===== src/hdl/vgm_sqrt.sv =====
// Pipelined integer square root with one result bit per stage.
module vgm_sqrt #(
  parameter int SW = 36,
  parameter int RW = 18,
  parameter int PW = 8
) (
  input  logic clk,
  input  logic [RW-1:0] en,
  input  logic [SW-1:0] x,
  input  logic [PW-1:0] pass_in,
  output logic [RW-1:0] root,
  output logic [PW-1:0] pass_out
);
  localparam int XW = 2 * RW;
  logic [XW-1:0] rem [RW+1];
  logic [RW-1:0] rt [RW+1];
  logic [PW-1:0] ps [RW+1];
  assign rem[0] = XW'(x);
  assign rt[0] = '0;
  assign ps[0] = pass_in;
  for (genvar s = 0; s < RW; s++) begin : g_st
    localparam int B = RW - 1 - s;
    always_ff @(posedge clk) begin
      logic [XW-1:0] t;
      if (en[s]) begin
        t = (XW'(rt[s]) << (B + 1)) | (XW'(1) << (2 * B));
        if (rem[s] >= t) begin
          rem[s+1] <= rem[s] - t;
          rt[s+1] <= rt[s] | (RW'(1) << B);
        end else begin
          rem[s+1] <= rem[s];
          rt[s+1] <= rt[s];
        end
        ps[s+1] <= ps[s];
      end
    end
  end
  assign root = rt[RW];
  assign pass_out = ps[RW];
endmodule


===== config.mk =====
export PLATFORM = sky130hd
export DESIGN_NAME = vgm_sqrt
export DESIGN_NICKNAME = d
export VERILOG_FILES = /design/src/hdl/vgm_sqrt.sv
export SDC_FILE = /design/constraint.sdc
export NUM_CORES = 1
export LEC_CHECK = 0
export BUFFER_PORTS_ARGS = -buffer_cell sky130_fd_sc_hd__buf_2
export CORE_MARGIN = 2
export CORE_UTILIZATION = 25
export DETAILED_ROUTE_END_ITERATION = 7
export HOLD_SLACK_MARGIN = 0.06
export PLACE_DENSITY = 0.46
export SLEW_MARGIN = 40
export SYNTH_ARGS = -nofsm -noshare
export SYNTH_HDL_FRONTEND = slang
export SYNTH_SLANG_ARGS = --single-unit
export TNS_END_PERCENT = 50

===== constraint.sdc =====
create_clock -name clk -period 5.75 [get_ports clk]
set_input_delay 0.2875 -clock clk [delete_from_list [all_inputs] [get_ports clk]]
set_output_delay 0.2875 -clock clk [all_outputs]
set_load 0.01 [all_outputs]

==> out/metrics.csv <==
metric,value,unit
H-Tree Depth,3,
worst path arrival time,4.08,ns
HP Class,in2reg,
worst skew pair latency,0.75,ns
Final Hold Viols,0,
WHS,0.140,ns
P_leak,17.5,nW
"top cells by area, synth","edfxtp_1 (67%), ha_1 (5.6%), xnor2_1 (2.5%)",
Hold Startpoint,en[16],
Initial Utilization,0.251,
reg2reg end,rem[105]$_DFFE_PP_,
PD cells,372,nW/um2
Layout area overhead,17.0,%
Synth Flop Type,edfxtp_1,
vias per cell,4.24,
Yosys reg bits,927,
most instantiated cells after synthesis,"edfxtp_1 (927), inv_1 (226), nand2_1 (198), ha_1 (185), nor2_1 (181)",
clk slew on worst S/H paths,0.06,ns
GRT Util Overall,0.101,
Post-DRT Antenna Nets,0,
reg-to-reg setup timing slack,2.08,ns
GPL Wtd Cong,0.857,
clock power share,0.368,
first-pass iteration count of the detailed router,5,
hold endpoint,rt[19]$_SDFFCE_PP1P_,
fmax,0.272,GHz
Diodes inserted,0,
"area leader, netlist",edfxtp_1,
area share of the largest cell type after synthesis,0.673,
number of synthesized flops with an enable pin,927,
highest routed metal layer,met5,
max-cap violations,0,
DRC Markers,0,
layout cells sized above 1,0.0986,
core footprint,165000,um2
final worst slack,2.08,ns
CP startpoint,rem[115]$_DFFE_PP_,
Final nets,3452,
syn_area_per_cell,13.8,um2
Peak VDD IR,0.250,mV
First DRT Iteration DRCs,1216,
Net Sw Frac,0.260,
initial antenna violation count,1,
CP Max Fanout,6,
Setup Skew,0.0766,ns
CTS Buf Count,99,
status,"finished, final reports clean",
WP data required,6.15,ns
Syn Nets,3253,
overall routed net length,84200,um
Post-DP HPWL,63400,um
via count,23200,
Die X,411,um
met3 wire length,2660,um
RSZ-0062 raised after global routing,no,
Fin Setup TNS,0,ns
endpoints failing setup,0,
die span in y,411,um
shortest period the worst path allows,3.67,ns
first-pass GRT wire length,134000,um
WL met2,46300,um
P_int,13.3,mW
Slew headroom,0.465,
met1 WL,32600,um
Bufs on Longest Clock Path,3,
root buffer cell,clkbuf_16,
die footprint,169000,um2
post-synthesis instance total,3005,
CP Class,reg2reg,
endpoint type of the worst setup path,flip-flop,
DR WL/cell,15.4,um
cell area after placement,44400,um2
# IOs,89,
crit start category,flip-flop,
synth warn,0,
Hold Path Depth,2,
IO buf count,88,
Final Slew Violations,0,
most common cell in the netlist,edfxtp_1,
pre-CTS setup slack,2.06,ns
TritonCTS Sinks,927,
worst slew pin tran,0.795,ns
CTS tree,built,
FF-to-FF path depth,9,
Cell variety after synth,87,
logic gate share of total power,0.139,
post-route cell area,48400,um2
final period utilization,0.639,
Overflow after GRT,0,
Rows,149,
NetSw,4.67,mW
asr flop ratio synth,0,
r2r startpoint,rem[115]$_DFFE_PP_,
vias in the first global route,24300,
largest net degree at the start of global routing,62,
Mapped Area,41400,um2
part of the power in registers,0.493,
sequential share of the synthesized area,0.673,
[layer usage]
metal,track usage,vias up
li1,-,11600
met3,0.0201,172
met1,0.105,11100
met5,0,-
met4,0.0351,2
met2,0.196,333
[worst max-delay path, cell delays in order, from the launching register on]
cell and delay [ns]:
edfxtp_1 0.40, ha_1 0.40, a21oi_1 0.24, a21boi_1 0.16, o41ai_1 0.71, a21oi_1 0.28
a221o_1 0.42, nor3b_1 0.48, nand2_1 0.13, xnor2_1 0.15
[power by group through the flow]
stage / Clock [mW] / Sequential (mW) / Combinational, mW
floorplan: 0 / 8.81 / 1.81
global placement: 0 / 9.02 / 2.47
detailed placement: 0 / 9.03 / 2.48
CTS: 6.85 / 8.89 / 2.52
global route: 7.11 / 8.97 / 2.83
finish: 6.62 / 8.88 / 2.50
[state kept, by name (all words and copies together), names as in the netlist]
| signal | flops |
|---|---|
| rem | 612 |
| root | 18 |
| ps | 136 |
| rt | 153 |
| pass_out | 8 |
[how the worst max path moves through the flow]
stage	endpoint	slack, ns	cells past startpoint
3_3_place_gp	rem[66]$_DFFE_PP_	1.99	11
5_1_grt	rem[166]$_DFFE_PP_	1.85	10
4_1_cts	rem[166]$_DFFE_PP_	2.03	11
3_5_place_dp	rem[166]$_DFFE_PP_	2.06	10
2_1_floorplan	rem[243]$_DFFE_PP_	2.75	9
6_report	rem[105]$_DFFE_PP_	2.08	9
[logic make-up (layout without fill, tap and decap cells)]
| logic type | after synthesis | after routing | share of synthesized area |
|---|---|---|---|
| XOR/XNOR | 240 | 240 | 0.0508 |
| AO/OA/AOI/OAI | 505 | 505 | 0.0786 |
| adder cells (fa/ha/maj) | 185 | 185 | 0.0560 |
| buffers and inverters | 293 | 575 | 0.0297 |
| flip-flops | 927 | 927 | 0.673 |
| multiplexers | 26 | 26 | 0.00687 |
| AND/OR/NAND/NOR | 829 | 829 | 0.105 |
[through the flow]
step | utilization | total power [mW] | cells
3_3_place_gp | 0.270 | 11.5 | 5241
5_1_grt | 0.294 | 18.9 | 5476
6_report | 0.294 | 18.0 | 5476
4_1_cts | 0.294 | 18.3 | 5474
2_1_floorplan | - | 10.6 | 3005
3_5_place_dp | 0.270 | 11.5 | 5241
[cell usage in the layout, fill, tap and decap left out, drive strengths merged, types with 12 or more instances in the layout]
cell type,Yosys,layout
mux2,19,19
dlygate4sd3,0,50
or4,15,15
a211oi,16,16
a21o,51,51
nor2,182,182
o21a,39,39
o21ai,149,149
nor4,93,93
nand2,198,198
nand2b,40,40
nand3,42,42
a2111oi,12,12
clkinv,0,42
ha,185,185
nor3,77,77
xnor2,120,120
edfxtp,927,927
buf,47,115
o31ai,29,29
xor2,120,120
bufinv,0,15
nor2b,29,29
a21oi,128,128
clkbuf,20,116
nand4,38,38
nor4b,20,20
or3,27,27
inv,226,228
[cell type report]
cell class                 count  area (um2)
sequential                   927       27800
clock inverter                68         888
timing repair buffer         165        1170
inverter                     226         848
tap                         2189        2740
clock buffer                 116        2540
fill                       16500      116000
multi-input combinational   1785       12300
[timing repair]
item | 4_1_cts | 5_1_grt
hold buffers | 49 | 1
hold endpoints to repair | 204 | 17
setup buffers | 0 | 0
resized for setup | 0 | 0
(Power assumes the default switching activity.)
