File: src/hdl/vgm_pkg.sv
// Package with shared constants for the voxel gradient merge block.
package vgm_pkg;
  localparam int NumDirs = 7;
  localparam int GradBits = 19;
  localparam logic [2:0] ModeSum = 3'd0;
  localparam logic [2:0] ModeMax = 3'd1;
  localparam logic [2:0] ModeAvg = 3'd2;
  localparam logic [2:0] ModeRms = 3'd3;
  localparam logic [2:0] ModeMed = 3'd4;
  localparam logic RegMask = 1'b0;
  localparam logic RegMode = 1'b1;
endpackage

File: src/hdl/vgm_diff.sv
// Stage one: absolute differences of the enabled neighbors against the center, and their count.
module vgm_diff
  import vgm_pkg::*;
#(
  parameter int SB = 16
) (
  input  logic clk,
  input  logic en,
  input  logic signed [SB-1:0] center,
  input  logic signed [SB-1:0] nb [NumDirs],
  input  logic [NumDirs-1:0] mask,
  output logic [SB:0] dabs [NumDirs],
  output logic [2:0] cnt
);
  logic [SB:0] d_next [NumDirs];
  logic [2:0] c_next;

  always_comb begin
    logic signed [SB:0] df;
    c_next = 3'd0;
    for (int i = 0; i < NumDirs; i++) begin
      df = {nb[i][SB-1], nb[i]} - {center[SB-1], center};
      d_next[i] = mask[i] ? (df[SB] ? -df : df) : '0;
      c_next = c_next + {2'b0, mask[i]};
    end
  end

  always_ff @(posedge clk) begin
    if (en) begin
      dabs <= d_next;
      cnt <= c_next;
    end
  end
endmodule

File: config.mk
export PLATFORM = sky130hd
export DESIGN_NAME = vgm_diff
export DESIGN_NICKNAME = d
export VERILOG_FILES = /design/src/hdl/vgm_pkg.sv /design/src/hdl/vgm_diff.sv
export SDC_FILE = /design/constraint.sdc
export NUM_CORES = 1
export LEC_CHECK = 0
export BUFFER_PORTS_ARGS = -buffer_cell sky130_fd_sc_hd__buf_4
export CORE_UTILIZATION = 55
export DETAILED_ROUTE_END_ITERATION = 10
export GPL_TIMING_DRIVEN = 1
export MAX_ROUTING_LAYER = met4
export PLACE_DENSITY = 0.8
export SYNTH_ARGS = -nofsm -noshare
export SYNTH_HDL_FRONTEND = slang
export SYNTH_SLANG_ARGS = --single-unit
File: constraint.sdc
create_clock -name clk -period 3.9 [get_ports clk]
set_clock_uncertainty 0.05 [all_clocks]
set_input_delay 0.39 -clock clk [delete_from_list [all_inputs] [get_ports clk]]
set_output_delay 0.39 -clock clk [all_outputs]
set_load 0.02 [all_outputs]
==> results by group, run 1 <==
Power
  – PD cells: ~390 nW/µm²
  – Tot Pwr: 6.133 mW
  – Pleak: 6.641 nW
  – Worst VDD drop: ~0.26 mV

Clocking
  – Clock buffer depth: 2
  – Hold-fix buffers at CTS: 0
  – Total number of clock tree sinks: between 100 and 150
  – Maximum level of the CTS H-tree: 4
  – CTS tree: yes
  – Post-CTS setup buffer count: 0
  – Post-CTS sizing: 0
  – Clock slew at reported path FFs: 0.07 ns
  – CTS Buf Count: 17
  – Root Buffer: clkbuf_16

Cells and area
  – Fraction of layout cells with a size suffix above 1: 22.14%
  – Layout area overhead: 23.45%
  – Commonest cells after routing, fill and taps aside: buf_4 (285), nor2_1 (136), edfxtp_1 (122), ha_1 (119), a21oi_1 (87)
  – Multi-input logic area: 8682 µm²
  – # diodes: 0
  – Post-layout net count: ~2,000
  – Register Area: between 3000 and 4000 µm²
  – Most common cell after layout, fill and taps aside: buf_4
  – Final Non-Filler Cells: between 2,000 and 2,500
  – Fill cells: about 1,800

Routing
  – Via count: 12,289
  – DR vias/cell: around 6.1
  – Drt first pass iters: 5
  – Routed WL per cell: roughly 19 µm
  – Post-route antenna net violation count: 0
  – Detailed Route WL: about 38,000 µm
  – DRC violations left: 0
  – Initial detailed-routing violation count: approximately 750

STA
  – Final period utilization: 86.15%
  – Tmin final: 3.360 ns
  – Fin. Hold Viols: 0
  – Worst-Margin Slew: between 0.7 and 0.8 ns
  – Fin Setup TNS: 0 ns
  – Max Clk Rate: 0.2976 GHz
  – Final hold slack: around 0.24 ns
  – Worst slew margin: a little under half
  – RSZ-0062 raised after global routing: false
  – PnR worst setup slack: between 0.5 and 0.6 ns
  – Max-slew violations: 0
  – Final setup fails: 0

Logic synthesis
  – Post-Syn Area: about 13,000 µm²
  – Post-Syn Area per Cell: a little under 9 µm²
  – Post-Syn Nets: between 1,500 and 2,000
  – Synth cell types: 102
  – Sequential share of the synthesized area: 28.71%
  – Asr flop ratio synth: 0%
  – Syn Inst Count: ~1,400
  – Post-synth top flop: edfxtp_1
  – Post-synth EDFFs: ~120
  – FF+latch count, synth: approximately 120
  – YS warnings: 0

Global route
  – Pin count of the biggest net entering global routing: 69
  – Global-route wire length before repair: between 50,000 and 60,000 µm
  – Total track usage: ~33%
  – Global route overflow: 0
  – Antenna violations before repair: 0
  – Vias in the first global route: around 12,000

Worst setup path
  – WP data arrival: roughly 3.5 ns
  – Crit. End Element: flip-flop
  – Worst setup SP type: primary input
  – Critical path required time: 4.03 ns
  – Crit path max fanout: 7
  – Setup CP Type: primary input to flip-flop

Floorplan
  – Initial Util: 56.20%
  – Core area: 22,710 µm²
  – Horiz. Die Dim: 154.3 µm
  – Die footprint: approximately 24,000 µm²
  – # rows: between 50 and 60
  – Die Y: roughly 150 µm
  – Ports: ~260

Min path
  – Hold Crit Class: primary input to flip-flop

Placement
  – Cells after DPL: approximately 2,000
  – RePlAce Congestion: between 0.9 and 1
  – Setup WS pre-CTS: between 0.1 and 0.15 ns
  – HPWL after detailed placement: between 20,000 and 30,000 µm
  – Port Buffers: ~260

Outcome
  – Status: complete, no violations

Flow run
  – Max-Cap Viols: 0
## path summary, 6_finish.rpt
kind,from,end,cells past startpoint
worst max-delay path,center[1],dabs[117]$_SDFFCE_PN0P_,13
worst min-delay path,mask[6],dabs[1]$_SDFFCE_PN0P_,2
## flip-flops by register name (all words and copies together) (netlist names)
register	flops
dabs	119
cnt	3
## layout make-up
class / count / share of cell area [%]
flip-flops and latches: 122 / 23.25
well taps: 285 / 2.263
repair buffers: 286 / 13.71
multi-input cells: 1209 / 55.11
clock buffers: 17 / 2.700
clock inverters: 15 / 1.255
inverters: 72 / 1.715
## metal layers
layer  track usage (%)  wire length (µm)  vias to the layer above  share of wire [%]
met5                 -                 0                        -                  0
met4             16.78              1791                        0                4.7
met3             5.576              2849                      100                7.5
met2             52.49             17770                      448                 47
met1             40.59             15780                     5780                 41
li1                  -                 -                     5961                  -
## report_power, final
part | internal [mW] | switching, mW | leakage [nW]
sequential | 1.69 | 0.0718 | 1.18
combinational | 1.11 | 1.52 | 5.17
clock | 1.07 | 0.673 | 0.291
total | 3.87 | 2.26 | 6.64
## cell families (layout without fill, tap and decap cells)
logic type                 Yosys count  after routing  share of synthesized area (%)
buffers and inverters              106            390                          3.265
DFF                                122            122                          28.71
AOI/OAI and AO/OA                  406            406                          22.55
xor gates and xnor gates           128            128                          8.843
adders and majority gates          130            130                          13.39
and+or+nand+nor                    532            532                          22.21
muxes                               13             13                          1.039
## critical path, stage by stage
cell and delay [ns]:
buf_4 0.12, inv_1 0.36, buf_4 0.20, ha_1 0.23
nor2b_1 0.13, o2111ai_1 0.32, nand3_1 0.21, a21o_1 0.23
a222oi_1 0.37, or3b_1 0.45, nor3_4 0.22, nor4_1 0.07
nand4b_1 0.18
## stage by stage
step                      instance area, µm²  util, %
after floorplan                        12760        -
after detailed placement               15130    66.63
after global routing                   15760    69.38
after global placement                 15130    66.63
final                                  15760    69.38
after CTS                              15760    69.38
## Yosys cell counts, drive strengths merged, types with 7 or more instances
cell,instances,share of area (%)
nor2,137,4.0
edfxtp,122,29
ha,119,12
a21oi,87,3.4
o21ai,87,3.4
nand2,83,2.4
inv,71,2.1
xor2,66,4.6
xnor2,62,4.3
nand3,43,1.7
and2,42,2.1
nor3,39,1.7
o21a,35,2.1
nor2b,31,1.6
or3,27,1.3
clkbuf,24,0.71
nor4,24,1.4
nand2b,20,0.98
o211ai,20,1.2
or2,20,0.98
a31oi,19,0.93
a21o,17,1.0
a21boi,14,0.82
and3,14,0.73
o31a,14,1.1
nand4,12,0.59
fa,11,1.7
mux2i,11,0.86
buf,10,0.44
a211oi,9,0.61
o22ai,9,0.49
o31ai,9,0.57
nand3b,8,0.47
a41oi,7,0.54
o2111ai,7,0.53
o21bai,7,0.41
or4,7,0.44
Note: power is estimated with default switching activity, not from simulation.
==> run 2, diff against run 1 <==
--- a/config.mk
+++ b/config.mk
@@ -8,6 +8,7 @@
 export BUFFER_PORTS_ARGS = -buffer_cell sky130_fd_sc_hd__buf_4
 export CORE_UTILIZATION = 55
 export DETAILED_ROUTE_END_ITERATION = 10
+export GPL_ROUTABILITY_DRIVEN = 0
 export GPL_TIMING_DRIVEN = 1
 export MAX_ROUTING_LAYER = met4
 export PLACE_DENSITY = 0.8
==> constraint.sdc (replaced) <==
create_clock -name clk -period 3.9 [get_ports clk]
set_clock_uncertainty 0.05 [all_clocks]
set_input_delay 0.39 -clock clk [delete_from_list [all_inputs] [get_ports clk]]
set_output_delay 0.39 -clock clk [all_outputs]
set_load 0.05 [all_outputs]
==> results by group, run 2 (synthesized netlist as in run 1, its figures left out) <==
Cells and area
  – Post-route core utilization: 68.90% (-0.47 points)
  – Most common cell after layout, fill and taps aside: buf_4
  – Largest Register: dabs
  – Commonest cells after routing, fill and taps aside: buf_4 (280), nor2_1 (136), edfxtp_1 (122), ha_1 (119), a21oi_1 (87)
  – Largest registers: dabs (119), cnt (3)
  – Largest register FFs: 119 (unchanged)
  – Layout area overhead: 22.61%
  – Fraction of layout cells with a size suffix above 1: 21.85% (-0.29 points)
  – # diodes: 0 (unchanged)
  – Final Non-Filler Cells: 2,001 (-0.25%)
  – Post-layout net count: 1,970 (-0.25%)

Clocking
  – Total number of clock tree sinks: 122 (unchanged)
  – Root Buffer: clkbuf_16
  – Clock slew at reported path FFs: 0.06 ns (about the same)
  – Post-CTS sizing: 0 (unchanged)
  – Post-CTS setup buffer count: 0 (unchanged)
  – CTS Buf Count: 17 (unchanged)
  – Maximum level of the CTS H-tree: 4 (unchanged)
  – CTS tree: yes
  – Clock buffer depth: 2 (unchanged)
  – Hold-fix buffers at CTS: 0 (unchanged)

Worst setup path
  – Cell family with most CP delay: compound AO/OA/AOI/OAI gates
  – WP data arrival: 3.53 ns (+0.04 ns)
  – Crit path launch: center[1]
  – Setup CP Type: primary input to flip-flop
  – CP bufs+invs: 3 (unchanged)
  – Critical Path Most Common Cell: buf_4
  – Crit. End Element: flip-flop
  – Cell count along the critical path: 13 (unchanged)
  – Worst setup SP type: primary input
  – Critical Path End: dabs[98]$_SDFFCE_PN0P_
  – Crit path cell chain: buf_4, inv_1, buf_4, ha_1, nor2b_1, o31a_1, o32ai_2, xnor2_1, a32oi_2, a211oi_2, a41oi_1, xor2_1, and2_1
  – Crit path max fanout: 8 (+1)
  – Critical path required time: 4.03 ns (about the same)
  – CP max stage cell: o32ai_2
  – Max incr delay on CP: 0.45 ns (about the same)

STA
  – Worst-Margin Slew: 0.7680 ns (-0.02982 ns)
  – Final setup fails: 0 (unchanged)
  – Max Clk Rate: 0.2944 GHz (-1.1%)
  – Worst slew margin: 48.80% (+2.0 points)
  – RSZ-0062 raised after global routing: false
  – Fin Setup TNS: 0 ns (unchanged)
  – Fin. Hold Viols: 0 (unchanged)
  – Max-slew violations: 0 (unchanged)
  – Final period utilization: 87.09% (+0.93 points)
  – Tmin final: 3.396 ns (+0.03646 ns)

Global route
  – Vias in the first global route: 11,327 (-1.7%)
  – Total track usage: 31.70% (-1.3 points)
  – Global-route wire length before repair: 57,090 µm (-3.7%)
  – Pin count of the biggest net entering global routing: 68 (-1.4%)
  – Antenna violations before repair: 0 (unchanged)
  – Global route overflow: 0 (unchanged)

Min path
  – Hold Crit Class: primary input to flip-flop
  – Worst Hold Depth: 2 (unchanged)

Power
  – Combinational power share: 48.0% (+5.2 points)
  – Sw Share: 41.64% (+4.8 points)
  – Worst VDD drop: 0.2175 mV (-17%)
  – PD cells: 402.6 nW/µm² (+3.4%)
  – Clock power share: 24.1% (-4.3 points)
  – Part of the power in registers: 28.0% (-0.8 points)
  – Internal power: 3.677 mW (-5.0%)
  – Pleak: 6.580 nW (-0.92%)
  – Switch Pwr: 2.623 mW (+16%)

Floorplan
  – Ports: 259 (unchanged)
  – Die Y: 154.3 µm (unchanged)
  – # rows: 55 (unchanged)
  – Horiz. Die Dim: 154.3 µm (unchanged)
  – Initial Util: 56.20% (unchanged)
  – Die footprint: 23,820 µm² (unchanged)
  – Core area: 22,710 µm² (unchanged)

Routing
  – DR vias/cell: 6.136 (+0.16%)
  – DRC violations left: 0 (unchanged)
  – Detailed Route WL: 36,820 µm (-3.6%)
  – Via count: 12,278 (-0.090%)
  – Post-route antenna net violation count: 0 (unchanged)
  – Initial detailed-routing violation count: 762 (+1.1%)
  – Routed WL per cell: 18.40 µm (-3.3%)
  – Drt first pass iters: 5 (unchanged)

Placement
  – Cells after DPL: 1,969 (-0.25%)
  – HPWL after detailed placement: 28,540 µm (-2.9%)
  – Port Buffers: 258 (unchanged)

Flow run
  – Max-Cap Viols: 0 (unchanged)

Outcome
  – Status: complete, no violations
==> run 2: power groups by stage <==
stage	Combinational (mW)	Clock, mW	Sequential (mW)
2_1_floorplan	1.54	0	2.42
5_1_grt	3.27	1.58	1.77
6_report	3.02	1.52	1.76
3_3_place_gp	2.92	0	1.78
3_5_place_dp	2.99	0	1.78
4_1_cts	3.00	1.53	1.76
==> run 2: final cells by class <==
type                       count  area (µm²)
multi-input combinational   1209        8682
fill                        1812        7062
sequential                   122        3664
timing repair buffer         281        2122
clock buffer                  18       429.2
tap                          285       356.6
inverter                      72       270.3
clock inverter                14       123.9
==> run 2: through the flow <==
step | instance area, µm² | setup WS [ns] | hold slack, ns | power (mW)
final | 15650 | 0.5037 | 0.2207 | 6.300
after global routing | 15650 | 0.3194 | 0.2209 | 6.627
after CTS | 15650 | 0.5573 | 0.2035 | 6.294
after detailed placement | 15090 | 0.09833 | 0.6413 | 4.771
after global placement | 15090 | 0.2299 | 0.6353 | 4.709
after floorplan | 12760 | 0.6716 | 0.4525 | 3.963
==> run 2: how the worst min path moves through the flow <==
stage	slack [ns]	endpoint	start
3_5_place_dp	0.64	dabs[1]$_SDFFCE_PN0P_	mask[6]
6_report	0.22	dabs[1]$_SDFFCE_PN0P_	mask[6]
4_1_cts	0.20	dabs[1]$_SDFFCE_PN0P_	mask[6]
5_1_grt	0.22	dabs[1]$_SDFFCE_PN0P_	mask[6]
3_3_place_gp	0.64	dabs[1]$_SDFFCE_PN0P_	mask[6]
2_1_floorplan	0.45	cnt[0]$_DFFE_PP_	en
==> run 2: routing by layer <==
layer,track usage (%),wire (µm)
met5,-,0
met4,17.92,2022
met3,4.875,3021
met2,50.19,16900
met1,38.76,14880
==> run 3, diff against run 2 <==
--- a/config.mk
+++ b/config.mk
@@ -12,6 +12,7 @@
 export GPL_TIMING_DRIVEN = 1
 export MAX_ROUTING_LAYER = met4
 export PLACE_DENSITY = 0.8
+export REMOVE_ABC_BUFFERS = 1
 export SYNTH_ARGS = -nofsm -noshare
 export SYNTH_HDL_FRONTEND = slang
 export SYNTH_SLANG_ARGS = --single-unit
==> results by group, run 3 (synthesized netlist as in run 1, its figures left out) <==
Outcome
  – Status: complete, no violations

Floorplan
  – # rows: 55 (unchanged)
  – Initial Util: 56.20% (unchanged)
  – Die Y: 154.3 µm (unchanged)
  – Core area: 22,710 µm² (unchanged)
  – Ports: 259 (unchanged)
  – Horiz. Die Dim: 154.3 µm (unchanged)
  – Die footprint: 23,820 µm² (unchanged)

Global route
  – Global-route wire length before repair: 56,770 µm (-0.56%)
  – Vias in the first global route: 11,309 (-0.16%)
  – Pin count of the biggest net entering global routing: 67 (-1.5%)
  – Global route overflow: 0 (unchanged)
  – Total track usage: 31.69% (about the same)
  – Antenna violations before repair: 2 (+2)

Clocking
  – Maximum level of the CTS H-tree: 4 (unchanged)
  – Root Buffer: clkbuf_16
  – Post-CTS setup buffer count: 0 (unchanged)
  – CTS Buf Count: 17 (unchanged)
  – Clock slew at reported path FFs: 0.06 ns (about the same)
  – Hold-fix buffers at CTS: 0 (unchanged)
  – Clock buffer depth: 2 (unchanged)
  – Post-CTS sizing: 0 (unchanged)
  – CTS tree: yes
  – Total number of clock tree sinks: 122 (unchanged)

Cells and area
  – Final Non-Filler Cells: 2,015 (+0.70%)
  – Most common cell after layout, fill and taps aside: buf_4
  – Fill cells: 1,814 (+0.11%)
  – Layout area overhead: 23.53%
  – Largest Register: dabs
  – Post-layout net count: 1,982 (+0.61%)
  – Fraction of layout cells with a size suffix above 1: 22.45% (+0.60 points)
  – Commonest cells after routing, fill and taps aside: buf_4 (292), nor2_1 (136), edfxtp_1 (122), ha_1 (119), a21oi_1 (87)
  – Largest register FFs: 119 (unchanged)
  – Largest registers: dabs (119), cnt (3)

Placement
  – HPWL after detailed placement: 28,420 µm (-0.41%)
  – Port Buffers: 258 (unchanged)
  – Cells after DPL: 1,981 (+0.61%)

STA
  – RSZ-0062 raised after global routing: false
  – Final hold slack: 0.2321 ns (+0.01131 ns)
  – Max-slew violations: 0 (unchanged)
  – Max Clk Rate: 0.2966 GHz (+0.75%)
  – Tmin final: 3.371 ns (-0.02523 ns)
  – Fin Setup TNS: 0 ns (unchanged)
  – Worst-Margin Slew: 0.8160 ns (+0.04804 ns)
  – Fin. Hold Viols: 0 (unchanged)
  – Worst slew margin: 45.60% (-3.2 points)
  – Final period utilization: 86.44% (-0.65 points)
  – Final setup fails: 0 (unchanged)

Power
  – PD cells: 405.1 nW/µm² (+0.61%)
  – Switch Pwr: 2.625 mW (about the same)
  – Sw Share: 41.11% (-0.53 points)
  – Internal power: 3.761 mW (+2.3%)
  – Clock power share: 24.9% (+0.8 points)
  – Worst VDD drop: 0.2125 mV (-2.3%)
  – Pleak: 6.663 nW (+1.3%)
  – Part of the power in registers: 27.5% (-0.5 points)
  – Combinational power share: 47.6% (-0.4 points)

Worst setup path
  – WP data arrival: 3.50 ns (-0.03 ns)
  – Setup CP Type: primary input to flip-flop
  – Critical path required time: 4.03 ns (about the same)
  – Crit path max fanout: 7 (-1)
  – Worst setup SP type: primary input
  – Crit. End Element: flip-flop
  – Crit path launch: center[1]

Routing
  – Routed WL per cell: 18.23 µm (-0.92%)
  – DR WL met2: 17,140 µm (+1.5%)
  – DRC violations left: 0 (unchanged)
  – DR vias/cell: 6.129 (-0.11%)
  – Met1 WL: 15,150 µm (+1.8%)
  – Top Layer Used: met4
  – Detailed Route WL: 36,740 µm (-0.22%)
  – Drt first pass iters: 7 (+2)
  – WL met3: 2965 µm (-1.9%)
  – Initial detailed-routing violation count: 747 (-2.0%)
  – Post-route antenna net violation count: 0 (unchanged)
  – Via count: 12,350 (+0.59%)

Flow run
  – Max-Cap Viols: 0 (unchanged)

Min path
  – Hold_sp: mask[6]
  – Hold Crit Class: primary input to flip-flop
==> run 3: cell count changes in the layout (fill, tap and decap cells not counted) <==
cell and delta:
clkinv_1 -1, clkinvlp_4 -3, bufinv_16 +1, buf_4 +12
diode_2 +2, clkinv_2 +2, inv_6 +1
==> run 3: per-layer routing <==
| metal | up-vias | GRT usage, % |
|---|---|---|
| li1 | 5977 | - |
| met5 | - | - |
| met1 | 5821 | 37.95 |
| met3 | 95 | 6.977 |
| met2 | 457 | 51.21 |
| met4 | 0 | 14.19 |
==> run 3: final timing paths <==
check                                     to  slack, ns  cells past startpoint
worst max-delay path  dabs[98]$_SDFFCE_PN0P_       0.53                     13
worst min-delay path   dabs[1]$_SDFFCE_PN0P_       0.23                      2
==> run 3: power groups by stage <==
stage / registers (mW) / logic, mW / clock network, mW
floorplan: 2.42 / 1.53 / 0
global placement: 1.78 / 2.95 / 0
detailed placement: 1.78 / 3.01 / 0
CTS: 1.76 / 3.03 / 1.60
global route: 1.77 / 3.28 / 1.65
finish: 1.75 / 3.04 / 1.59
==> run 3: metrics by stage <==
step	total power, mW	setup slack [ns]	utilization (%)	instance area [µm²]
2_1_floorplan	3.947	0.4549	-	12620
3_3_place_gp	4.723	0.2750	66.87	15180
3_5_place_dp	4.787	0.1654	66.87	15180
4_1_cts	6.382	0.6207	69.40	15760
5_1_grt	6.702	0.3834	69.42	15770
6_report	6.386	0.5289	69.42	15770
==> run 3: layout make-up <==
type	instances	area (µm²)	area share, %
Antenna cell	2	5.005	0.03175
Sequential cell	122	3664	23.24
Tap cell	285	356.6	2.262
Timing Repair Buffer	293	2212	14.03
Multi-Input combinational cell	1209	8682	55.07
Clock inverter	14	146.4	0.9286
Clock buffer	18	429.2	2.722
Inverter	72	270.3	1.714
==> run 3: worst max-delay path, cell delays in order <==
cell and delay [ns]:
buf_4 0.16, inv_1 0.05, buf_4 0.17, ha_1 0.28, nor2b_1 0.14, o31a_1 0.31, o32ai_2 0.46, xnor2_1 0.25
a32oi_2 0.19, a211oi_2 0.49, a41oi_1 0.23, xor2_1 0.19, and2_1 0.16
